### src/cesd_pkg.sv
package cesd_pkg;

    typedef enum logic [1:0] {
        KIND_BYTE   = 2'd0,
        KIND_CLOSED = 2'd1,
        KIND_ERROR  = 2'd2
    } kind_t;

    typedef enum logic [3:0] {
        MODE_IDLE = 4'b0001,
        MODE_ESC  = 4'b0010,
        MODE_HEX  = 4'b0100,
        MODE_CR   = 4'b1000
    } mode_t;

    localparam logic [1:0] CFG_DELIMITER = 2'd0;
    localparam logic [1:0] CFG_ESCAPE    = 2'd1;
    localparam logic [1:0] CFG_ENABLE    = 2'd2;

    localparam logic [7:0] DELIMITER_RESET = 8'd34;
    localparam logic [7:0] ESCAPE_RESET    = 8'd92;

    localparam logic [7:0] CH_NUL = 8'h00;
    localparam logic [7:0] CH_LF  = 8'h0a;
    localparam logic [7:0] CH_CR  = 8'h0d;
    localparam logic [7:0] CH_A   = 8'h61;
    localparam logic [7:0] CH_B   = 8'h62;
    localparam logic [7:0] CH_F   = 8'h66;
    localparam logic [7:0] CH_N   = 8'h6e;
    localparam logic [7:0] CH_R   = 8'h72;
    localparam logic [7:0] CH_T   = 8'h74;
    localparam logic [7:0] CH_V   = 8'h76;
    localparam logic [7:0] CH_X   = 8'h78;

    localparam logic [7:0] CODE_BEL = 8'd7;
    localparam logic [7:0] CODE_BS  = 8'd8;
    localparam logic [7:0] CODE_HT  = 8'd9;
    localparam logic [7:0] CODE_LF  = 8'd10;
    localparam logic [7:0] CODE_VT  = 8'd11;
    localparam logic [7:0] CODE_FF  = 8'd12;
    localparam logic [7:0] CODE_CR  = 8'd13;

    localparam int unsigned QUEUE_DEPTH = 4;
    localparam int unsigned QPTR_W      = $clog2(QUEUE_DEPTH);

    typedef struct packed {
        kind_t      kind;
        logic [7:0] data;
        logic       last;
    } result_t;

    // Up to two results produced by one accepted request.
    typedef struct packed {
        logic [1:0] count;
        result_t    first;
        result_t    second;
    } push_t;

    typedef struct packed {
        logic    emit;
        logic    to_esc;
        result_t res;
    } idle_t;

    typedef struct packed {
        logic       valid;
        logic [3:0] value;
    } hex_t;

    function automatic hex_t hex_value(input logic [7:0] c);
        hex_t h;
        h.valid = 1'b1;
        h.value = 4'd0;
        case (c) inside
            [8'h30:8'h39]: h.value = c[3:0];
            [8'h41:8'h46],
            [8'h61:8'h66]: h.value = c[3:0] + 4'd9;
            default:       h.valid = 1'b0;
        endcase
        return h;
    endfunction

    function automatic result_t make_result(input kind_t kind, input logic [7:0] data);
        result_t r;
        r.kind = kind;
        r.data = (kind == KIND_BYTE) ? data : 8'd0;
        r.last = 1'b0;
        return r;
    endfunction

    // Handling of a byte outside any escape sequence.
    function automatic idle_t idle_step(input logic [7:0] c, input logic eoi,
                                        input logic [7:0] delim, input logic [7:0] esc,
                                        input logic enabled);
        idle_t s;
        s.emit   = 1'b1;
        s.to_esc = 1'b0;
        if (eoi)
            s.res = make_result(KIND_ERROR, 8'd0);
        else if (c == delim)
            s.res = make_result(KIND_CLOSED, 8'd0);
        else if (c == CH_NUL || c == CH_LF)
            s.res = make_result(KIND_ERROR, 8'd0);
        else if (c == esc && enabled)
        begin
            s.emit   = 1'b0;
            s.to_esc = 1'b1;
            s.res    = make_result(KIND_BYTE, 8'd0);
        end
        else
            s.res = make_result(KIND_BYTE, c);
        return s;
    endfunction

endpackage

### src/cesd_if.sv
interface cesd_in_if;
    logic       valid;
    logic       ready;
    logic [7:0] source_byte;
    logic       end_of_input;

    modport source (output valid, output source_byte, output end_of_input, input ready);
    modport sink (input valid, input source_byte, input end_of_input, output ready);
endinterface

interface cesd_out_if;
    logic       valid;
    logic       ready;
    logic [1:0] result_kind;
    logic [7:0] decoded_byte;
    logic       last_of_run;

    modport source (output valid, output result_kind, output decoded_byte,
                    output last_of_run, input ready);
    modport sink (input valid, input result_kind, input decoded_byte,
                  input last_of_run, output ready);
endinterface

### src/cesd_core.sv
module cesd_core
    import cesd_pkg::*;
(
    input  logic       clk,
    input  logic       rst_n,
    input  logic       fire,
    input  logic [7:0] source_byte,
    input  logic       end_of_input,
    input  logic       cfg_we,
    input  logic [1:0] cfg_index,
    input  logic [7:0] cfg_data,
    output push_t      push
);

    logic [7:0] delim_reg;
    logic [7:0] esc_reg;
    logic       enable_reg;
    mode_t      mode_reg, mode_next;
    logic       hex_cnt_reg, hex_cnt_next;
    logic [7:0] hex_acc_reg, hex_acc_next;

    always_ff @(posedge clk or negedge rst_n)
    begin
        if (!rst_n)
        begin
            delim_reg  <= DELIMITER_RESET;
            esc_reg    <= ESCAPE_RESET;
            enable_reg <= 1'b1;
        end
        else if (cfg_we)
        begin
            case (cfg_index)
                CFG_DELIMITER: delim_reg  <= cfg_data;
                CFG_ESCAPE:    esc_reg    <= cfg_data;
                CFG_ENABLE:    enable_reg <= cfg_data[0];
                default:       ;
            endcase
        end
    end

    always_ff @(posedge clk or negedge rst_n)
    begin
        if (!rst_n)
        begin
            mode_reg    <= MODE_IDLE;
            hex_cnt_reg <= 1'b0;
            hex_acc_reg <= 8'd0;
        end
        else if (fire)
        begin
            mode_reg    <= mode_next;
            hex_cnt_reg <= hex_cnt_next;
            hex_acc_reg <= hex_acc_next;
        end
    end

    idle_t      idle;
    hex_t       digit;
    logic [7:0] acc_shift;
    result_t    r0, r1;
    logic [1:0] n;

    assign idle      = idle_step(source_byte, end_of_input, delim_reg, esc_reg, enable_reg);
    assign digit     = hex_value(source_byte);
    assign acc_shift = {hex_acc_reg[3:0], digit.value};

    always_comb
    begin
        mode_next    = MODE_IDLE;
        hex_cnt_next = hex_cnt_reg;
        hex_acc_next = hex_acc_reg;
        r0           = make_result(KIND_BYTE, 8'd0);
        r1           = make_result(KIND_BYTE, 8'd0);
        n            = 2'd0;
        case (mode_reg)
            MODE_IDLE:
            begin
                r0        = idle.res;
                n         = {1'b0, idle.emit};
                mode_next = idle.to_esc ? MODE_ESC : MODE_IDLE;
            end
            MODE_ESC:
            begin
                n = 2'd1;
                if (end_of_input)
                    r0 = make_result(KIND_CLOSED, 8'd0);
                else
                begin
                    case (source_byte)
                        CH_A:    r0 = make_result(KIND_BYTE, CODE_BEL);
                        CH_B:    r0 = make_result(KIND_BYTE, CODE_BS);
                        CH_V:    r0 = make_result(KIND_BYTE, CODE_VT);
                        CH_T:    r0 = make_result(KIND_BYTE, CODE_HT);
                        CH_N:    r0 = make_result(KIND_BYTE, CODE_LF);
                        CH_F:    r0 = make_result(KIND_BYTE, CODE_FF);
                        CH_R:    r0 = make_result(KIND_BYTE, CODE_CR);
                        CH_X:
                        begin
                            n            = 2'd0;
                            mode_next    = MODE_HEX;
                            hex_cnt_next = 1'b0;
                            hex_acc_next = 8'd0;
                        end
                        CH_CR:
                        begin
                            n         = 2'd0;
                            mode_next = MODE_CR;
                        end
                        CH_LF:   n  = 2'd0;
                        default: r0 = make_result(KIND_BYTE, source_byte);
                    endcase
                end
            end
            MODE_HEX:
            begin
                if (!end_of_input && digit.valid)
                begin
                    if (hex_cnt_reg)
                    begin
                        r0           = make_result(KIND_BYTE, acc_shift);
                        n            = 2'd1;
                        hex_cnt_next = 1'b0;
                        hex_acc_next = 8'd0;
                    end
                    else
                    begin
                        mode_next    = MODE_HEX;
                        hex_cnt_next = 1'b1;
                        hex_acc_next = acc_shift;
                    end
                end
                else
                begin
                    // The escape ends early and the terminator is decoded as a fresh byte.
                    r0           = make_result(KIND_BYTE, hex_cnt_reg ? hex_acc_reg : CH_X);
                    r1           = idle.res;
                    n            = idle.emit ? 2'd2 : 2'd1;
                    mode_next    = idle.to_esc ? MODE_ESC : MODE_IDLE;
                    hex_cnt_next = 1'b0;
                    hex_acc_next = 8'd0;
                end
            end
            MODE_CR:
            begin
                if (end_of_input)
                begin
                    r0 = make_result(KIND_ERROR, 8'd0);
                    n  = 2'd1;
                end
            end
            default:
            begin
                mode_next = MODE_IDLE;
            end
        endcase
        r0.last = (n == 2'd1);
        r1.last = (n == 2'd2);
    end

    assign push.count  = fire ? n : 2'd0;
    assign push.first  = r0;
    assign push.second = r1;

endmodule

### src/cesd_outq.sv
module cesd_outq
    import cesd_pkg::*;
(
    input  logic    clk,
    input  logic    rst_n,
    input  push_t   push,
    output logic    space,
    output logic    valid,
    input  logic    ready,
    output result_t head
);

    result_t           entry_reg [QUEUE_DEPTH];
    logic [QPTR_W-1:0] wr_ptr_reg, wr_ptr_next;
    logic [QPTR_W-1:0] rd_ptr_reg, rd_ptr_next;
    logic [QPTR_W:0]   count_reg, count_next;
    logic              pop;
    logic [QPTR_W-1:0] wr_ptr_plus1;

    assign pop          = valid && ready;
    assign wr_ptr_plus1 = wr_ptr_reg + QPTR_W'(1);
    assign wr_ptr_next  = wr_ptr_reg + QPTR_W'(push.count);
    assign rd_ptr_next  = rd_ptr_reg + QPTR_W'(pop);
    assign count_next   = count_reg + (QPTR_W + 1)'(push.count) - (QPTR_W + 1)'(pop);

    always_ff @(posedge clk or negedge rst_n)
    begin
        if (!rst_n)
        begin
            wr_ptr_reg <= '0;
            rd_ptr_reg <= '0;
            count_reg  <= '0;
        end
        else
        begin
            wr_ptr_reg <= wr_ptr_next;
            rd_ptr_reg <= rd_ptr_next;
            count_reg  <= count_next;
        end
    end

    always_ff @(posedge clk)
    begin
        if (push.count != 2'd0)
            entry_reg[wr_ptr_reg] <= push.first;
        if (push.count == 2'd2)
            entry_reg[wr_ptr_plus1] <= push.second;
    end

    // A request may add two results, so room for two is needed to take one.
    assign space = (count_reg <= (QPTR_W + 1)'(QUEUE_DEPTH - 2));
    assign valid = (count_reg != '0);
    assign head  = entry_reg[rd_ptr_reg];

endmodule

### src/c_escape_sequence_decoder.sv
// Decodes the body of a quoted literal with C-style escapes, one source byte per request.
// Requests are taken at one per clock while the output queue has room; their results are
// written into it and offered no earlier than the cycle after acceptance. A hex escape cut
// short by a non-hex byte other than the escape byte yields two results, one more than the
// output hands out in a cycle. The four-entry output queue takes a request only while it
// has room for two results, so the input is held back whenever three or more results are
// waiting. These extra results pile up only while no request that yields nothing comes
// along to let the queue drain, and output stalls hold the input back in the same way.
// Each run of results ends with last_of_run set; a request that yields nothing (escape
// byte, first hex digit, line continuation) produces no result at all. Configuration writes
// are taken at any time but are meant to be issued only while the block is idle.
module c_escape_sequence_decoder
    import cesd_pkg::*;
(
    input  logic       clk,
    input  logic       rst_n,
    cesd_in_if.sink    in_ch,
    cesd_out_if.source out_ch,
    input  logic       cfg_we,
    input  logic [1:0] cfg_index,
    input  logic [7:0] cfg_data
);

    logic    fire;
    logic    space;
    push_t   push;
    result_t head;

    assign in_ch.ready = space;
    assign fire        = in_ch.valid && space;

    cesd_core u_core (
        .clk          (clk),
        .rst_n        (rst_n),
        .fire         (fire),
        .source_byte  (in_ch.source_byte),
        .end_of_input (in_ch.end_of_input),
        .cfg_we       (cfg_we),
        .cfg_index    (cfg_index),
        .cfg_data     (cfg_data),
        .push         (push)
    );

    cesd_outq u_outq (
        .clk   (clk),
        .rst_n (rst_n),
        .push  (push),
        .space (space),
        .valid (out_ch.valid),
        .ready (out_ch.ready),
        .head  (head)
    );

    assign out_ch.result_kind  = head.kind;
    assign out_ch.decoded_byte = head.data;
    assign out_ch.last_of_run  = head.last;

endmodule
### src/flat_wrapper.sv
// flat-port wrapper written by rule: the top's interface ports become plain ports
module c_escape_sequence_decoder_flat import cesd_pkg::*;
  (clk, rst_n, cfg_we, cfg_index, cfg_data, in_ch_valid, in_ch_source_byte, in_ch_end_of_input, in_ch_ready, out_ch_valid, out_ch_result_kind, out_ch_decoded_byte, out_ch_last_of_run, out_ch_ready);
  cesd_in_if in_ch_i ();
  cesd_out_if out_ch_i ();
  input  logic clk;
  input  logic rst_n;
  input  logic cfg_we;
  input  logic [1:0] cfg_index;
  input  logic [7:0] cfg_data;
  input wire logic [$bits(in_ch_i.valid)-1:0] in_ch_valid;
  input wire logic [$bits(in_ch_i.source_byte)-1:0] in_ch_source_byte;
  input wire logic [$bits(in_ch_i.end_of_input)-1:0] in_ch_end_of_input;
  output wire logic [$bits(in_ch_i.ready)-1:0] in_ch_ready;
  output wire logic [$bits(out_ch_i.valid)-1:0] out_ch_valid;
  output wire logic [$bits(out_ch_i.result_kind)-1:0] out_ch_result_kind;
  output wire logic [$bits(out_ch_i.decoded_byte)-1:0] out_ch_decoded_byte;
  output wire logic [$bits(out_ch_i.last_of_run)-1:0] out_ch_last_of_run;
  input wire logic [$bits(out_ch_i.ready)-1:0] out_ch_ready;
  assign in_ch_i.valid = in_ch_valid;
  assign in_ch_i.source_byte = in_ch_source_byte;
  assign in_ch_i.end_of_input = in_ch_end_of_input;
  assign in_ch_ready = in_ch_i.ready;
  assign out_ch_valid = out_ch_i.valid;
  assign out_ch_result_kind = out_ch_i.result_kind;
  assign out_ch_decoded_byte = out_ch_i.decoded_byte;
  assign out_ch_last_of_run = out_ch_i.last_of_run;
  assign out_ch_i.ready = out_ch_ready;
  c_escape_sequence_decoder u_core (.clk(clk), .rst_n(rst_n), .in_ch(in_ch_i), .out_ch(out_ch_i), .cfg_we(cfg_we), .cfg_index(cfg_index), .cfg_data(cfg_data));
endmodule
### config.mk
export PLATFORM = sky130hd
export DESIGN_NAME = c_escape_sequence_decoder_flat
export DESIGN_NICKNAME = d
export VERILOG_FILES = /design/src/cesd_pkg.sv /design/src/cesd_if.sv /design/src/cesd_core.sv /design/src/cesd_outq.sv /design/src/c_escape_sequence_decoder.sv /design/src/flat_wrapper.sv
export SDC_FILE = /design/constraint.sdc
export NUM_CORES = 1
export LEC_CHECK = 0
export BUFFER_PORTS_ARGS = -buffer_cell sky130_fd_sc_hd__buf_2
export CORE_ASPECT_RATIO = 0.9
export CORE_UTILIZATION = 68
export CTS_BUF_LIST = sky130_fd_sc_hd__clkbuf_4 sky130_fd_sc_hd__clkbuf_8
export CTS_CLUSTER_SIZE = 30
export DETAILED_ROUTE_END_ITERATION = 8
export PLACE_DENSITY = 0.89
export SLEW_MARGIN = 15
export SYNTH_ARGS = -nofsm -noshare
export SYNTH_HDL_FRONTEND = slang
export SYNTH_HIERARCHICAL = 1
export SYNTH_SLANG_ARGS = --single-unit
### constraint.sdc
create_clock -name clk -period 5.59 [get_ports clk]
set_input_delay 0.2795 -clock clk [delete_from_list [all_inputs] [get_ports clk]]
set_output_delay 0.2795 -clock clk [all_outputs]
set_load 0.1 [all_outputs]
**Yosys cells after proc, flatten, opt, wreduce, memory -nomap -nowiden**

Memories as Yosys holds them, arrays and structs flattened.
Index checks and enable logic that the tools add are counted.

- Register bits: 37
- Memory bits (writable): 44
- Bits of input ports: 24
- Output and inout bits: 13
- Logic and storage cells: 115
- Memories kept: 1

Memories:

| name | depth | width | read ports | clocked after memory_dff | write ports | RTL line | RTL |
|---|---|---|---|---|---|---|---|
| u_core.u_outq.entry_reg | 4 | 11 | 1 | 0 | 2 | cesd_outq.sv:13 | `result_t entry_reg [QUEUE_DEPTH];` |

- $add $sub $neg: 6
- Order comparisons: 7
- Eq/ne operators: 23
- Mux-type cells: 49
- Reductions and logical operators: 20

Operators by type and width:

| operator | number |
|---|---|
| 11-bit 2-to-1 mux | 7 |
| 9-bit case mux with 8 select lines | 1 |
| 8-bit by 7-bit == test with 1-bit output, second input constant | 8 |
| 11-bit case mux with 4 select lines | 1 |
| 8-bit 2-to-1 mux | 5 |
| 9-bit 2-to-1 mux | 2 |
| 8-bit by 4-bit == test with 1-bit output, second input constant | 2 |
| 8-bit == test | 2 |
| 8-bit by 7-bit greater-or-equal comparator with 1-bit output, second input constant | 2 |
| 8-bit by 7-bit <= comparator with 1-bit output, second input constant | 2 |
| 2-bit 2-to-1 mux | 8 |
| 4-bit 2-to-1 mux | 4 |
| 8-bit case mux with 2 select lines | 1 |
| 1-bit 2-to-1 mux | 14 |
| 4-bit case mux with 3 select lines | 1 |
| 10-bit 2-to-1 mux | 1 |
| 8-bit by 6-bit greater-or-equal comparator with 1-bit output, second input constant | 1 |
| 8-bit by 6-bit <= comparator with 1-bit output, second input constant | 1 |
| 8-bit zero test | 1 |
| 2-bit case mux with 4 select lines | 1 |
| 4-bit case mux with 2 select lines | 1 |
| 1-bit logical AND | 7 |
| 2-bit == test, second input constant | 3 |
| 2-bit AND reduction | 3 |
| other kinds (23) | 26 |

**Logic depth before layout (Yosys ltp)**

Gate-level depths: netlist of the first run.

- Depth after elaboration: 13
- Gate-level depth with buffers: 16
- Mapped depth without buffers: 13

**Hierarchy**

The synthesis of the first run kept the hierarchy.

By module, submodules not included:

| module | instances | cells an instance | area an instance (µm²) | sequential area each (µm²) |
|---|---|---|---|---|
| cesd_outq | 1 | 146 | 2,562.5 | 1,496.4 |
| cesd_core | 1 | 278 | 2,493.6 | 760.7 |
| c_escape_sequence_decoder | 1 | 1 | 6.3 | 0.0 |

**Worst setup path before layout of the first run**

No wires, ideal clock.

- Path type: reg2reg
- From: register u_core.u_outq.count_reg[1]
- To: memory u_core/u_outq/entry_reg[0][0] (netlist bit), enable pin
- Setup time: 0.397 ns
- Arrival: 4.040 ns
- Data required time: 5.193 ns
- Setup slack: 1.153 ns
- Stages on the path, launching flop included: 7
- Buffers on the path: 1
- Period minus slack after synthesis: 4.437 ns
- Cells stage by stage: dfrtp_1 > a21oi_1 > and2_1 > clkbuf_1 > a21boi_1 > nor2_1 > o31ai_1

RTL lines:

| what | RTL line | RTL |
|---|---|---|
| from (decl) | cesd_outq.sv:16 | `logic [QPTR_W:0] count_reg, count_next;` |
| from (signal assigned) | cesd_outq.sv:38 | `count_reg <= count_next;` |
| to (decl) | cesd_outq.sv:13 |  |

==> results.json, run 1 <==
{
  "ys_ff_latch": 81,
  "rsz0062_at_grt": "false",
  "floorplan.initialDensity_pct": 71.2,
  "clk-insertion-delay-late_ns": 0.35,
  "wl_per_cell_microns": 21.5,
  "drv_cap": 0,
  "yosysUniqueCellTypes": 73,
  "overflow": 0,
  "ctsHtreeMaxLevel": 3,
  "outcome": "finished, final reports clean",
  "largest_reg_flops": 44,
  "hold_path.class": "primary input to asynchronous set/reset pin",
  "cp-start-kind": "primary input",
  "worstPathCellList": "buf_2 > inv_1 > ha_1 > mux2_4 > a31o_4 > or4_4 > a21oi_4 > mux2_4 > a21boi_1 > nor2_1 > o31ai_1 > buf_4",
  "async_flop_share_pct": 45.7,
  "crit_buf_inv": 3,
  "core_area_sq_mm": 0.00711,
  "startpoint": "in_ch_source_byte[0]",
  "path_common_cell": "mux2_4",
  "cp_data_required_time_ns": 5.65,
  "layout-drive-gt1-share_pct": 34.1,
  "crit_fanout": 12,
  "hold_viol": 0,
  "ys_warn_count": 6,
  "clkSlewWorstSetupHoldPaths_ns": 0.08,
  "critPathSlowestCell": "o31ai_1",
  "portBuffers": 36,
  "hold_slack_ns": 0.0259,
  "dp.cells": 531,
  "cp.arrival_ns": 4.48,
  "final_cells": 547,
  "drt-initial-drc-count": 552,
  "critical-path-max-stage-delay_ns": 0.96,
  "synth_edf_count": 44,
  "ant_nets": 0,
  "report.final.slew_viol_count": 0,
  "first_pass_iters": 6,
  "drc": 0,
  "cts-root-buf": "clkbuf_8",
  "rr_startpoint": "u_core/u_core/esc_reg[6]",
  "power_density_mw_per_mm2": 427,
  "gp_congestion": 0.989,
  "critical_path_class": "primary input to register",
  "synthesis.area_sq_mm": 0.00506,
  "min_period_ns": 4.42,
  "syn_inst": 425,
  "grt_pass1_vias": 3713,
  "worst_pin_slew_ns": 1.19,
  "cts_resized": 0,
  "cp_top_family": "compound AO/OA/AOI/OAI gates",
  "power.leakage_nw": 2.04,
  "syn-num-nets": 457,
  "final_cell_mix": "mux2_2, edfxtp_1, buf_2",
  "placed_cell_area_sq_mm": 0.00525,
  "fin_crit_sh_pct": 79.1,
  "viasPerCell": 7.03,
  "relSlewSlack_pct": 20.3,
  "cts_buffer_depth": 2,
  "dieArea_sq_mm": 0.00779,
  "avgSynthCellArea_sq_um": 11.9,
  "cts.sinks": 81,
  "fin_area_sq_mm": 0.00547,
  "p_total_mw": 2.34,
  "final_nets": 481,
  "die_y_microns": 83.9,
  "ir_drop_v": 0.000402,
  "fmax_mhz": 226,
  "fin_setup_tns_ns": 0,
  "grt_first_pass_wirelength_mm": 19.1,
  "fin_skew_ns": 0.00819,
  "cts_tree": "built",
  "track_usage_pct": 32.5,
  "totalWireLength_mm": 11.8,
  "setup_violations": 0,
  "grt_start_max_net_pins": 38,
  "antenna_found_initial": 0,
  "ios": 37,
  "antenna_cells": 0,
  "yosys_most_used_dff": "edfxtp_1",
  "dp_hpwl_mm": 7.92,
  "postCtsSetupBuffers": 0,
  "final_common_cell": "mux2_2",
  "area_delta_synth_final_pct": 8.08,
  "num_rows": 29,
  "via_count": 3846,
  "postCtsHoldBufs": 0,
  "worstSetupEndpointType": "register",
  "cts_buffers": 9,
  "fp.dieW_microns": 93.0,
  "seq_area_frac_synth_pct": 44.6
}
==> power breakdown <==
group	internal, mW	switching (mW)
logic	0.308	0.679
clock network	0.251	0.214
registers	0.762	0.123
==> worst paths after layout <==
check                      slack, ns  depth (start not counted)                             to
setup / recovery                1.17                         12  u_core/u_outq/entry_reg[0][3]
hold / removal                  0.03                          1   u_core/u_core/hex_acc_reg[7]
setup reg to reg                1.65                          9  u_core/u_outq/entry_reg[0][3]
hold reg to reg                 0.51                          2   u_core/u_core/hex_acc_reg[7]
max in group asynchronous       5.04                          1     u_core/u_core/delim_reg[3]
min in group clk                0.18                          2     u_core/u_core/delim_reg[2]
==> cells in the mapped netlist (5+ instances only) <==
library cell   n  area share (%)
a21oi_1       10            0.99
a31oi_1        7            0.87
and2_1         6            0.74
buf_2         13             1.3
clkbuf_1       9            0.67
dfrtp_1       29              14
dfstp_2        8             4.2
edfxtp_1      44              26
ha_1           7             1.7
inv_1         18             1.3
mux2_2        60              13
mux2i_1        5            0.99
mux4_2        11             4.9
nand2_1       21             1.6
nand2b_1       9             1.1
nand3_1        7            0.69
nor2_1        13            0.96
nor3_1         7            0.69
nor4_1         7            0.87
o211ai_1       5            0.74
o21ai_0       14             1.4
o21ai_1        6            0.59
xnor2_1       14             2.4
xor2_1        11             1.9
==> metrics by stage <==
step / worst slack, ns / util (%)
6_report: 1.17 / 76.9
3_5_place_dp: 0.996 / 73.8
3_3_place_gp: 1.11 / 73.8
2_1_floorplan: 1.15 / -
4_1_cts: 1.32 / 76.9
5_1_grt: 1.08 / 76.9
==> cell families after synthesis <==
kind of cell | synth area share (%)
AO/OA/AOI/OAI | 11.3
XOR/XNOR | 4.33
adder cells (fa/ha/maj) | 2.13
buffers and inverters | 4.25
flip-flops | 44.6
multiplexers | 20.0
AND/OR/NAND/NOR | 13.3
==> cell type report <==
class                      count  area (sq um)
timing repair buffer          41           218
clock inverter                 7          93.8
inverter                      18          67.6
tap                           93           116
sequential                    81          2260
clock buffer                   9           124
fill                         443          1640
multi-input combinational    298          2590
==> layer usage <==
metal	track usage [%]	vias up	share of wire, %
li1	-	1662	-
met1	43.2	1849	39
met2	51.2	265	48
met3	7.01	70	8.7
met4	15.0	0	4.4
met5	0	-	0
Note: power is estimated with default switching activity, not from simulation.
==> run 2: changes to the inputs <==
- CORE_UTILIZATION: 68 -> 57
- PLACE_DENSITY: 0.89 -> 0.79
- clock period: 5.59 -> 3.7 ns (I/O delays scaled with it)
==> run 2 against run 1 <==
Against the previous run:
- non-clock buffer count rose by 13
- worst setup slack lost 0.71 ns
- utilization down 12 points
- combinational power up 53%
- global-route usage decreased by 5.6 points
- critical endpoint is now u_core/u_outq/entry_reg[2][0]
- largest cell class unchanged
==> results.json, run 2 (synthesis results as in run 1) <==
{
  "fmax_mhz": 308,
  "cts_buffer_depth": 2,
  "swShare_pct": 44.5,
  "via_count": 3666,
  "hold_path.class": "primary input to register",
  "antenna_cells": 0,
  "relSlewSlack_pct": 44.7,
  "final_util_pct": 65.3,
  "power_frac_seq_pct": 37.8,
  "largest_reg_flops": 44,
  "internal_power_mw": 1.96,
  "clk-insertion-delay-late_ns": 0.36,
  "clkSlewWorstSetupHoldPaths_ns": 0.08,
  "cp_data_required_time_ns": 3.69,
  "worstPathCellList": "buf_2 > inv_1 > ha_1 > mux2_4 > a31o_4 > or4_4 > a21oi_4 > mux2_4 > a21boi_2 > and4bb_2 > a21o_1",
  "dp.cells": 569,
  "worstSetupEndpointType": "register",
  "drt-initial-drc-count": 476,
  "ant_nets": 0,
  "p_comb_share_pct": 42.8,
  "cts_tree": "built",
  "fin_crit_sh_pct": 87.7,
  "wl_per_cell_microns": 19.5,
  "worst_pin_slew_ns": 0.830,
  "power.leakage_nw": 2.10,
  "fin_setup_tns_ns": 0,
  "power_density_mw_per_mm2": 629,
  "area_delta_synth_final_pct": 11.0,
  "final_nets": 494,
  "grt_start_max_net_pins": 38,
  "track_usage_pct": 26.9,
  "critPathSlowestCell": "and4bb_2",
  "rsz0062_at_grt": "false",
  "cts.sinks": 81,
  "grt_first_pass_wirelength_mm": 18.7,
  "portBuffers": 36,
  "cts-root-buf": "clkbuf_8",
  "gp_congestion": 0.934,
  "num_rows": 32,
  "viasPerCell": 6.26,
  "core_area_sq_mm": 0.00861,
  "min_period_ns": 3.24,
  "switchingPower_mw": 1.57,
  "ir_drop_v": 0.000412,
  "cts_buffers": 9,
  "floorplan.initialDensity_pct": 58.8,
  "fin_skew_ns": 0.0108,
  "outcome": "finished, final reports clean",
  "cp.arrival_ns": 3.23,
  "layout-drive-gt1-share_pct": 37.0,
  "critical-path-max-stage-delay_ns": 0.58,
  "ios": 37,
  "die_y_microns": 91.4,
  "antenna_found_initial": 0,
  "report.final.slew_viol_count": 0,
  "final_common_cell": "mux2_2",
  "rrSetupSlack_ns": 0.54,
  "grt_pass1_vias": 3613,
  "hold_viol": 0,
  "overflow": 0,
  "fp.dieW_microns": 101,
  "p_total_mw": 3.54,
  "setup_violations": 0,
  "first_pass_iters": 5,
  "cp-start-kind": "primary input",
  "path_common_cell": "mux2_4",
  "ctsHtreeMaxLevel": 3,
  "p_clk_share_pct": 19.5,
  "final_cell_mix": "mux2_2, edfxtp_1, buf_2",
  "dp_hpwl_mm": 8.01,
  "totalWireLength_mm": 11.4,
  "crit_fanout": 12,
  "critical_path_class": "primary input to register",
  "dieArea_sq_mm": 0.00926,
  "final_cells": 586,
  "drv_cap": 0,
  "drc": 0
}
-- run 2: cell types whose count changed in the layout (fill, tap and decap cells not counted), sizes merged --
cell	change
buf	+12
clkinv	-3
inv	+3
bufinv	-1
clkinvlp	+1
dlygate4sd3	+1
-- run 2: area by class of cell --
type / count / area (sq um)
multi-input cells: 298 / 2620
flip-flops and latches: 81 / 2260
well taps: 119 / 149
clock inverters: 7 / 85.1
inverters: 18 / 67.6
fillers: 661 / 2990
repair buffers: 54 / 318
clock buffers: 9 / 124
-- run 2: path summary, 6_finish.rpt --
check,startpoint,to,cells after the start
max,in_ch_source_byte[1],u_core/u_outq/entry_reg[2][0],11
min,cfg_data[1],u_core/u_core/esc_reg[1],2
max reg2reg,u_core/u_core/esc_reg[3],u_core/u_outq/entry_reg[2][0],8
min reg2reg,u_core/u_core/hex_acc_reg[4],u_core/u_core/hex_acc_reg[4],1
max in group asynchronous,rst_n,u_core/u_outq/count_reg[0],2
min in group asynchronous,rst_n,u_core/u_core/delim_reg[3],2
-- run 2: routing by layer --
layer  global-route usage (%)  vias up  routed length [microns]
met5                        0        -                        0
met4                     11.6        0                      264
met3                     3.70       24                      735
met2                     43.6      182                     5580
met1                     36.0     1782                     4860
li1                         -     1678                        -
-- run 2: what timing repair did --
item	in CTS	in global routing
hold buffers	1	0
buffers inserted	0	0
hold endpoints to repair	29	0
resized for setup	0	0
-- run 2: stage by stage --
stage                     worst slack, ns  area, sq um  hold WS (ns)
final                               0.457         5620        0.0793
after CTS                           0.466         5620        0.0684
after global routing                0.321         5620        0.0706
after global placement              0.155         5400         0.322
after detailed placement           0.0945         5400         0.335
after floorplan                    0.0370         5090        -0.111
-- run 2: worst max-delay path: cells and delay by family --
kind            cells  cell delay, ns
fa+ha+maj           1            0.22
buf+inv             2            0.24
compound gates      4            0.97
mux                 2            0.47
simple gates        2            1.12
-- run 2: power by group through the flow --
| stage | registers, mW | clock network [mW] | logic [mW] |
|---|---|---|---|
| 2_1_floorplan | 1.24 | 0 | 1.35 |
| 3_3_place_gp | 1.34 | 0 | 1.47 |
| 3_5_place_dp | 1.36 | 0 | 1.50 |
| 4_1_cts | 1.34 | 0.698 | 1.51 |
| 5_1_grt | 1.36 | 0.734 | 1.60 |
| 6_report | 1.34 | 0.688 | 1.51 |
==> run 3: changes to the inputs <==
- CORE_MARGIN: not set -> 10
==> run 3 against run 2 <==
Against the previous run:
- maximum frequency shrank 3.7%
- cell count grew 0.34%
- critical path type unchanged
- sequential power is essentially flat
- non-clock buffer count grew 2
- critical endpoint is now u_core/u_outq/entry_reg[2][9]
- total power shrank 1.4%
- flip-flop and latch count is the same
- clock power shrank 6.3%
- combinational power is essentially flat
- via count shrank 2.5%
==> results.json, run 3 (synthesis results as in run 1) <==
{
  "clk-insertion-delay-late_ns": 0.36,
  "final_cells": 588,
  "fin_skew_ns": 0.0105,
  "totalWireLength_mm": 11.6,
  "min_to": "u_core/u_core/esc_reg[1]",
  "fin_crit_sh_pct": 91.1,
  "first_pass_iters": 5,
  "layout-drive-gt1-share_pct": 36.9,
  "hold_viol": 0,
  "worstSetupEndpointType": "register",
  "track_usage_pct": 18.0,
  "cp_data_required_time_ns": 3.69,
  "report.final.slew_viol_count": 0,
  "cts_buffers": 9,
  "final_nets": 496,
  "r2r_end": "u_core/u_outq/entry_reg[2][9]",
  "hold_path.class": "primary input to register",
  "relSlewSlack_pct": 39.8,
  "viasPerCell": 6.08,
  "cts.sinks": 81,
  "rsz0062_at_grt": "false",
  "ir_drop_v": 0.000554,
  "ant_nets": 0,
  "drc": 0,
  "cts_tree": "built",
  "antenna_cells": 0,
  "worst_pin_slew_ns": 0.895,
  "ctsHtreeMaxLevel": 3,
  "cts_buffer_depth": 2,
  "area_delta_synth_final_pct": 11.0,
  "hp-start": "cfg_data[1]",
  "wl_per_cell_microns": 19.7,
  "critical_path_class": "primary input to register",
  "grt_pass1_vias": 3615,
  "min_period_ns": 3.37,
  "dp.cells": 571,
  "outcome": "finished, final reports clean",
  "power.leakage_nw": 2.10,
  "post-place-ws_ns": -0.00331,
  "fp.dieW_microns": 119,
  "worst_r2r_path_depth": 7,
  "rr_startpoint": "u_core/u_core/delim_reg[5]",
  "cts-root-buf": "clkbuf_8",
  "largest_reg_flops": 44,
  "worstPathCellList": "buf_2 > inv_1 > ha_1 > buf_4 > or3b_2 > nand3b_4 > a21oi_4 > nand2b_1 > nor2_1 > and2_1 > and4bb_2 > a21o_1",
  "final_cell_mix": "mux2_2, edfxtp_1, buf_2",
  "floorplan.initialDensity_pct": 58.8,
  "rrSetupSlack_ns": 0.48,
  "drv_cap": 0,
  "portBuffers": 36,
  "num_rows": 32,
  "clkSlewWorstSetupHoldPaths_ns": 0.08,
  "die_y_microns": 109,
  "setup_violations": 0,
  "core_area_sq_mm": 0.00861,
  "power_density_mw_per_mm2": 620,
  "gp_congestion": 0.964,
  "final_common_cell": "mux2_2",
  "cp-start-kind": "primary input",
  "dp_hpwl_mm": 8.41,
  "dieArea_sq_mm": 0.0131,
  "fmax_mhz": 297,
  "via_count": 3576,
  "overflow": 0,
  "cp.arrival_ns": 3.36,
  "grt_first_pass_wirelength_mm": 18.9,
  "grt_start_max_net_pins": 38,
  "critical-path-max-stage-delay_ns": 0.55,
  "critPathSlowestCell": "and4bb_2",
  "antenna_found_initial": 0,
  "hold_depth": 2,
  "hold_slack_ns": 0.0771,
  "setup_slack_ns": 0.331,
  "drt-initial-drc-count": 276,
  "crit_fanout": 12,
  "ios": 37
}
-- run 3: through the flow --
stage	TNS, ns	area [sq um]	total power, mW	utilization [%]
final	0	5620	3.48	65.3
after global routing	0	5620	3.65	65.3
after CTS	0	5620	3.51	65.2
after detailed placement	-0.0288	5410	2.87	62.9
after global placement	0	5410	2.83	62.9
after floorplan	0	5090	2.60	-
-- run 3: worst max-delay path by stage --
stage	from	endpoint	slack, ns	depth (start not counted)
6_report	in_ch_source_byte[0]	u_core/u_outq/entry_reg[2][9]	0.33	12
5_1_grt	in_ch_source_byte[1]	u_core/u_outq/entry_reg[2][9]	0.18	12
4_1_cts	in_ch_source_byte[0]	u_core/u_outq/entry_reg[2][9]	0.35	12
3_5_place_dp	in_ch_source_byte[0]	u_core/u_outq/entry_reg[2][8]	-0.003	12
3_3_place_gp	in_ch_source_byte[1]	u_core/u_outq/entry_reg[2][4]	0.09	12
2_1_floorplan	in_ch_source_byte[0]	u_core/u_outq/entry_reg[0][1]	0.04	13
-- run 3: per-layer routing --
| layer | wire length (microns) | vias to the layer above | track usage [%] |
|---|---|---|---|
| met3 | 569 | 11 | 3.64 |
| met5 | 0 | - | 0 |
| met2 | 5570 | 114 | 30.5 |
| li1 | - | 1692 | - |
| met4 | 116 | 0 | 4.22 |
| met1 | 5320 | 1759 | 23.6 |
-- run 3: what timing repair did --
action / CTS / global route
resized for setup: 0 / 0
hold endpoints to repair: 29 / 0
setup endpoints to repair: 0 / 0
buffers inserted: 0 / 0
hold buffers: 1 / 0
-- run 3: area by class of cell --
class / count / area, sq um
Clock buffer: 9 / 124
Clock inverter: 7 / 70.1
Fill cell: 672 / 2990
Inverter: 18 / 67.6
Multi-Input combinational cell: 298 / 2620
Sequential cell: 81 / 2260
Tap cell: 119 / 149
Timing Repair Buffer: 56 / 333
-- run 3: report_power, final --
| part | total [mW] | switching, mW | internal [mW] |
|---|---|---|---|
| registers | 1.33 | 0.183 | 1.15 |
| clock network | 0.645 | 0.334 | 0.311 |
| logic | 1.51 | 1.02 | 0.485 |
-- run 3: worst max-delay path: cells and delay by family --
family / cells / cell delay [ns]
adders and majority gates: 1 / 0.22
AOI/OAI and AO/OA: 2 / 0.57
and+or+nand+nor: 6 / 1.98
buffers and inverters: 3 / 0.39
